`config.mk`:
```
export PLATFORM = sky130hd
export DESIGN_NAME = mbe_div_chain
export DESIGN_NICKNAME = d
export VERILOG_FILES = /design/src/rtl/core/mbe_pkg.sv /design/src/rtl/core/mbe_div_cell.sv /design/src/rtl/core/mbe_div_chain.sv
export VERILOG_INCLUDE_DIRS = /design/src /design/src/rtl/core
export SDC_FILE = /design/constraint.sdc
export NUM_CORES = 2
export LEC_CHECK = 0
export BUFFER_PORTS_ARGS = -buffer_cell sky130_fd_sc_hd__buf_2
export CAP_MARGIN = 20
export CORE_ASPECT_RATIO = 1.75
export CORE_UTILIZATION = 50
export CTS_CLUSTER_SIZE = 12
export DETAILED_ROUTE_END_ITERATION = 10
export PLACE_DENSITY = 0.66
export SYNTH_ARGS = -nofsm -noshare
export SYNTH_HDL_FRONTEND = slang
export SYNTH_SLANG_ARGS = --single-unit
```
`constraint.sdc`:
```
create_clock -name clk -period 60.5 [get_ports clk]
set_clock_uncertainty 0.1 [all_clocks]
set_input_delay 9.075 -clock clk [delete_from_list [all_inputs] [get_ports clk]]
set_output_delay 9.075 -clock clk [all_outputs]
set_load 0.005 [all_outputs]
```
`src/rtl/core/mandelbrot_escape_time_macros.svh`:
```
// Assertion macros for the Mandelbrot escape-time core.
// Each macro expects clk and rst in scope; the bodies are empty under SYNTHESIS.
`ifndef MANDELBROT_ESCAPE_TIME_MACROS_SVH
`define MANDELBROT_ESCAPE_TIME_MACROS_SVH

`ifndef SYNTHESIS
// Property checked on every edge out of reset.
`define MBE_ASSERT(name, prop, msg) \
  name: assert property (@(posedge clk) disable iff (rst) (prop)) else $error(msg);
// Condition in one cycle implies the consequent in the next.
`define MBE_ASSERT_NEXT(name, cond, conseq, msg) \
  name: assert property (@(posedge clk) disable iff (rst) (cond) |=> (conseq)) \
    else $error(msg);
`else
`define MBE_ASSERT(name, prop, msg)
`define MBE_ASSERT_NEXT(name, cond, conseq, msg)
`endif

`endif

```
`src/rtl/core/mbe_pkg.sv`:
```
// Shared widths, constants, types and saturation helper for the escape-time core.
// No dependencies.
package mbe_pkg;

  localparam int COORD_BITS    = 32;
  localparam int FRAC_BITS     = 28;
  localparam int COUNT_BITS    = 16;
  localparam int GRID_DIM_BITS = 12;
  localparam int DIM_REG_BITS  = 13;
  localparam int CFG_IDX_BITS  = 3;

  // divider: quotient magnitude bits, one chain cell per bit
  localparam int DIV_BITS  = COORD_BITS;
  localparam int STEP_BITS = COORD_BITS + 1;
  localparam int PROD_BITS = GRID_DIM_BITS + 1 + STEP_BITS;
  localparam int SAT_BITS  = 2 * COORD_BITS;

  typedef logic signed [COORD_BITS-1:0] coord_t;
  typedef logic [COUNT_BITS-1:0]        count_t;
  typedef logic [DIM_REG_BITS-1:0]      dim_t;
  typedef logic signed [STEP_BITS-1:0]  step_t;

  // 4.0 in the squared (Q8.56) format
  localparam logic [2*COORD_BITS-1:0] MAG_LIMIT = (2*COORD_BITS)'(4) << (2 * FRAC_BITS);

  localparam coord_t RST_REAL_LOW  = -coord_t'(2) <<< FRAC_BITS;
  localparam coord_t RST_REAL_HIGH = coord_t'(1) <<< FRAC_BITS;
  localparam coord_t RST_IMAG_LOW  = -coord_t'(1) <<< FRAC_BITS;
  localparam coord_t RST_IMAG_HIGH = coord_t'(1) <<< FRAC_BITS;
  localparam dim_t   RST_WIDTH     = dim_t'(640);
  localparam dim_t   RST_HEIGHT    = dim_t'(480);
  localparam count_t RST_LIMIT     = count_t'(256);

  localparam logic [CFG_IDX_BITS-1:0] REG_REAL_LOW  = 3'd0;
  localparam logic [CFG_IDX_BITS-1:0] REG_REAL_HIGH = 3'd1;
  localparam logic [CFG_IDX_BITS-1:0] REG_IMAG_LOW  = 3'd2;
  localparam logic [CFG_IDX_BITS-1:0] REG_IMAG_HIGH = 3'd3;
  localparam logic [CFG_IDX_BITS-1:0] REG_WIDTH     = 3'd4;
  localparam logic [CFG_IDX_BITS-1:0] REG_HEIGHT    = 3'd5;
  localparam logic [CFG_IDX_BITS-1:0] REG_LIMIT     = 3'd6;

  localparam logic TAG_REAL = 1'b0;
  localparam logic TAG_IMAG = 1'b1;

  // one divider cell's payload; word holds remaining dividend bits above quotient bits
  typedef struct packed {
    logic                    valid;
    logic                    tag;
    logic                    neg;
    logic [DIV_BITS-1:0]     word;
    logic [DIM_REG_BITS-1:0] rem;
    logic [DIM_REG_BITS-1:0] dvs;
  } div_stage_t;

  typedef struct packed {
    logic  valid;
    logic  tag;
    step_t dividend;
    dim_t  divisor;
  } div_req_t;

  typedef struct packed {
    logic  valid;
    logic  tag;
    step_t quotient;
  } div_rsp_t;

  typedef struct packed {
    logic load;
    logic advance;
  } iter_ctrl_t;

  typedef struct packed {
    logic   done;
    count_t count;
  } iter_status_t;

  function automatic coord_t sat_coord(input logic signed [SAT_BITS-1:0] v);
    logic signed [SAT_BITS-1:0] hi_lim;
    logic signed [SAT_BITS-1:0] lo_lim;
    hi_lim = {{(SAT_BITS-COORD_BITS+1){1'b0}}, {(COORD_BITS-1){1'b1}}};
    lo_lim = ~hi_lim;
    if (v > hi_lim) begin
      return hi_lim[COORD_BITS-1:0];
    end else if (v < lo_lim) begin
      return lo_lim[COORD_BITS-1:0];
    end
    return v[COORD_BITS-1:0];
  endfunction

endpackage

```
`src/rtl/core/mbe_div_cell.sv`:
```
// One restoring-division cell: produces one quotient bit and hands on the remainder.
// Depends on mbe_pkg.
module mbe_div_cell (
  input  logic               clk,
  input  logic               rst,
  input  mbe_pkg::div_stage_t din,
  output mbe_pkg::div_stage_t dout
);
  import mbe_pkg::*;

  logic [DIM_REG_BITS:0]   trial;
  logic                    ge;
  logic [DIM_REG_BITS:0]   diff;
  div_stage_t              nxt;

  always_comb begin
    trial    = {din.rem, din.word[DIV_BITS-1]};
    ge       = trial >= {1'b0, din.dvs};
    diff     = trial - {1'b0, din.dvs};
    nxt      = din;
    nxt.rem  = ge ? diff[DIM_REG_BITS-1:0] : trial[DIM_REG_BITS-1:0];
    nxt.word = {din.word[DIV_BITS-2:0], ge};
  end

  always_ff @(posedge clk) begin
    if (rst) begin
      dout.valid <= 1'b0;
    end else begin
      dout <= nxt;
    end
  end

endmodule

```
`src/rtl/core/mbe_div_chain.sv`:
```
// Row of division cells: signed step = dividend / divisor, truncated toward zero.
// One request may enter per cycle; each cell is a register. Depends on mbe_pkg, mbe_div_cell.
`include "mandelbrot_escape_time_macros.svh"

module mbe_div_chain (
  input  logic             clk,
  input  logic             rst,
  input  mbe_pkg::div_req_t req,
  output mbe_pkg::div_rsp_t rsp
);
  import mbe_pkg::*;

  div_stage_t           stage [0:DIV_BITS];
  logic [STEP_BITS-1:0] mag_in;
  logic [STEP_BITS-1:0] mag_q;

  // sign-magnitude front end; a zero divisor counts as one
  always_comb begin
    mag_in         = req.dividend[STEP_BITS-1] ? -req.dividend : req.dividend;
    stage[0].valid = req.valid;
    stage[0].tag   = req.tag;
    stage[0].neg   = req.dividend[STEP_BITS-1];
    stage[0].word  = mag_in[DIV_BITS-1:0];
    stage[0].rem   = '0;
    stage[0].dvs   = (req.divisor == '0) ? dim_t'(1) : req.divisor;
  end

  for (genvar i = 0; i < DIV_BITS; i++) begin : g_cell
    mbe_div_cell u_cell (
      .clk  (clk),
      .rst  (rst),
      .din  (stage[i]),
      .dout (stage[i+1])
    );
  end

  always_comb begin
    mag_q        = {1'b0, stage[DIV_BITS].word};
    rsp.valid    = stage[DIV_BITS].valid;
    rsp.tag      = stage[DIV_BITS].tag;
    rsp.quotient = stage[DIV_BITS].neg ? -mag_q : mag_q;
  end

  `MBE_ASSERT(a_div_latency, req.valid |-> ##DIV_BITS rsp.valid, "divider lost a request")
  `MBE_ASSERT(a_div_rem,
              stage[DIV_BITS].valid |-> (stage[DIV_BITS].rem < stage[DIV_BITS].dvs),
              "divider remainder not below divisor")

endmodule

```
# == After elaboration in Yosys (flattened, before gate mapping) ==
# Cells that the tools add are included.
# classes
muxes,34
addsub,33
reduce_logical,1
n_lt_le_gt_ge,32
# op_table
operator,count
14-bit by 13-bit greater-or-equal comparator with 1-bit output,31
13-bit two-way mux,31
13-bit subtractor,30
33-bit two-way mux,1
32-bit negator with 33-bit output,1
32-bit two-way mux,1
32-bit negator,1
1-bit by 13-bit greater-or-equal comparator with 1-bit output,1
13-bit zero test,1
1-bit by 13-bit subtractor with 13-bit output,1
1-bit two-way mux,1
# totals
output_inout_bits,35
ff_bits,1926
word_cells,291

# == Longest topological paths before layout ==
# depth
ltp_word,4
mapped_depth,11
ltp_nobuf,10

# == Cells and area by module ==
# A second synthesis with hierarchy kept.
# hier_totals
cells_unflattened,5676
hier_area_um2,86947.1
# modules_own_cells
module,area_per_inst_um2,cells_each,n_inst
mbe_div_cell at g_cell[0].u_cell ...,2667.6,170,31
mbe_div_cell at g_cell[25].u_cell,2713.9,183,1
mbe_div_chain,1539.0,223,1

# == Least setup slack after synthesis ==
# Ideal clock, no wire load.
# synth_timing
path_kind,input port to flip-flop
startpoint,in rst
endpoint,reg g_cell[0].u_cell.dout[0] (netlist bit) (enable)
path_buffers,1
cell_stages,2
required_time_ps,58194
t_arrival_ps,45505
setup_slack_ps,12688
path_cell_list,clkbuf_1 -> inv_1
# synth_rtl
element,line,rtl
"start, declared",mbe_div_chain.sv:7,"input logic rst,"
"end signal, assigned",mbe_div_cell.sv:29,dout <= nxt;
"end, declared",mbe_div_cell.sv:7,output mbe_pkg::div_stage_t dout
# No word-level cell between the ends.

# == Worst setup path after layout ==
# layout_timing
startpoint,in rst
endpoint,reg g_cell[5].u_cell.dout[19] (netlist bit) (enable)
# layout_rtl
element,line
"end signal, assigned",mbe_div_cell.sv:29
"end, declared",mbe_div_cell.sv:7
# No word-level cell between the ends.

==> impl_metrics.csv <==
group,metric,value,unit
pwr,ir_drop,0.0244,mV
timing,period_minus_slack,13.35,ns
synth,synth_seq_cells,1926,
clock_tree,hold_buffers,0,
floorplanning,io_pins,85,
worst_setup_path,crit_path_max_incr_delay,0.90,ns
floorplanning,placementRows,196,
worst_hold_path,holdCritPathClass,"reg2reg",
finish,largest_reg_flops,1926,
synth,syn_area,82500,um^2
worst_setup_path,crit_slowest_cell,"buf_4",
worst_setup_path,path_cells,"buf_2 -> inv_8 -> buf_4 -> buf_12 -> buf_4 -> buf_4",
synth,synth_edf_count,1894,
worst_setup_path,critPathCaptureType,"flip-flop",
worst_setup_path,cpLargestDelayFamily,"buffers and inverters",
floorplanning,core_area,163000,um^2
synth,synth_cell_types,67,
synth,ys_warn_count,0,
floorplanning,dieHeight,540,um
route,ant_nets,0,
pwr,power_density,47.7,nW/um^2
finish,layout-drive-gt1-share,11.1,%
clock_tree,insertion_delay,0.86,ns
route,vias_per_cell,5.42,
timing,finalCritPeriodShare,22.1,%
timing,hold_ws,0.237,ns
synth,syn_nets,5972,
route,wl_per_cell,17.4,um
worst_setup_path,path_class,"in2reg",
placement,finalWeightedCongestion,0.849,
clock_tree,post_cts_buffers,0,
synth,yosys-top-cells-area,"edfxtp_1 (69%), ha_1 (6.2%), mux2_2 (3.4%)",
run_status,status,"finished, final reports clean",
timing,timing.slew.headroom,26.0,%
worst_setup_path,worstPathMaxFanout,187,
clock_tree,cts_tree,"done",
timing,fmax,0.0749,GHz
global_routing,antenna_found_initial,1,
finish,largest_register,"g_cell.u_cell.dout",
floorplanning,die_area,167000,um^2
clock_tree,clock_path_buffers,4,
synth,synth_top_flop_cell,"edfxtp_1",
worst_setup_path,cp-start-kind,"input pin",
finish,syn2layout_area_growth,10.2,%
finish,final_nets,6210,
route,finalWirelength,138000,um
finish,final_common_cell,"edfxtp_1",
placement,hpwl,95100,um
route,drt_iter0_drc,2296,
route,drc,0,
floorplanning,dieWidth,309,um
job,maxCapViolations,0,
timing,grt_setup_unrepaired,"no",
worst_setup_path,path_common_cell,"buf_4",
global_routing,grt_max_degree,193,
finish,mostFrequentLayoutCells,"edfxtp_1 (1,894), inv_1 (493), ha_1 (407), a21oi_1 (333), nor2_1 (297)",
global_routing,grt_overflow,0,
placement,port-buffer-count,84,
synth,avgSynthCellArea,15.0,um^2
worst_setup_path,cp_data_required_time,60.82,ns
synth,yosysTopAreaCellShare,68.9,%
timing,finalMaxSlewViolations,0,
timing,worst_pin_slew,1.11,ns
global_routing,grt_pass1_vias,45100,
worst_setup_path,cp.arrival,13.67,ns
synth,synthCells,5485,
timing,setup_viol,0,
clock_tree,cts-resized-gates,0,
synth,synth_top_area_cell,"edfxtp_1",
global_routing,grt_usage,16.6,%
floorplanning,start_util,50.5,%
clock_tree,cts_htree_levels,4,
global_routing,grt_pass1_wl,221000,um
timing,hold_violations,0,
pwr,power.leakage,34.1,nW
synth,async_flop_share,0,%
finish,reg_top3,"g_cell.u_cell.dout x1926",
synth,ys_seq_area_share,69.7,%
clock_tree,cts_buffers,193,
route,first_pass_iters,5,
timing,setup-tns-final,0,ns
worst_setup_path,cp_num_buf_inv,6,
clock_tree,cts-root-buf,"clkbuf_16",
clock_tree,path_clk_slew,0.06,ns
clock_tree,cts_sinks,1926,
route,vias,43100,
==> metrics by stage <==
stage	worst slack [ns]	utilization [%]	power [W]	std cells	area, um^2
2_1_floorplan	12.69	-	0.00308	5485	82500
5_1_grt	46.78	55.7	0.00458	7957	90900
3_5_place_dp	46.26	52.5	0.00332	7706	85800
6_report	47.15	55.7	0.00433	7957	90900
4_1_cts	47.13	55.7	0.00438	7956	90900
3_3_place_gp	46.40	52.5	0.00328	7706	85800
==> worst paths after layout <==
path | from | endpoint | slack [ns] | depth (start not counted)
worst max-delay path | rst | g_cell[5].u_cell.dout[19] | 47.15 | 6
worst min-delay path | g_cell[15].u_cell.dout[50] | g_cell[16].u_cell.dout[51] | 0.24 | 0
worst max register to register | g_cell[2].u_cell.dout[0] | g_cell[3].u_cell.dout[15] | 56.76 | 8
worst min register to register | g_cell[15].u_cell.dout[50] | g_cell[16].u_cell.dout[51] | 0.24 | 0
==> power breakdown <==
group / switching (W) / internal (W) / total, W
Combinational: 0.000753 / 0.000660 / 0.00141
Sequential: 0.000101 / 0.00178 / 0.00188
Clock: 0.000459 / 0.000578 / 0.00104
Total: 0.00131 / 0.00302 / 0.00433
==> area by class of cell <==
type	instances	area, um^2
multi-input cells	2995	23000
clock inverters	34	241
fillers	12900	72400
flip-flops and latches	1926	57500
clock buffers	216	4950
repair buffers	113	688
well taps	2178	2730
diodes	1	2.50
inverters	494	1860
==> synth_stat cells, types with 21 or more instances <==
cell / number
a211o_1: 21
nand3_1: 51
o31a_1: 31
mux2i_1: 42
inv_1: 494
edfxtp_1: 1894
dfxtp_1: 32
nand4_1: 68
nand2_1: 161
xor2_1: 65
or2_2: 26
o31ai_1: 35
or3_1: 39
a21oi_1: 350
nor3_1: 53
nand2b_1: 58
fa_1: 30
a41oi_1: 21
ha_1: 407
clkbuf_1: 64
xnor2_1: 259
o21a_1: 100
o21ai_0: 205
nor2b_1: 103
a211oi_1: 32
a21o_1: 97
mux2_2: 246
nor2_1: 297
==> layer usage <==
metal | global-route usage [%] | share of wire [%] | up-vias | wire [um]
li1 | - | - | 21000 | -
met1 | 15.6 | 34 | 21100 | 47100
met2 | 33.5 | 58 | 689 | 80600
met3 | 2.30 | 2.8 | 384 | 3850
met4 | 8.55 | 4.9 | 0 | 6800
met5 | 0 | 0 | - | 0
==> kinds of logic after synthesis <==
family	count (synthesis)	synth area share [%]
buffers and inverters	564	2.58
flip-flops	1926	69.7
XOR/XNOR	325	3.46
adder cells (fa/ha/maj)	437	6.90
multiplexers	288	3.87
AND/OR/NAND/NOR	929	5.68
AO/OA/AOI/OAI	1016	7.85
Power figures use the tool's default switching activity.
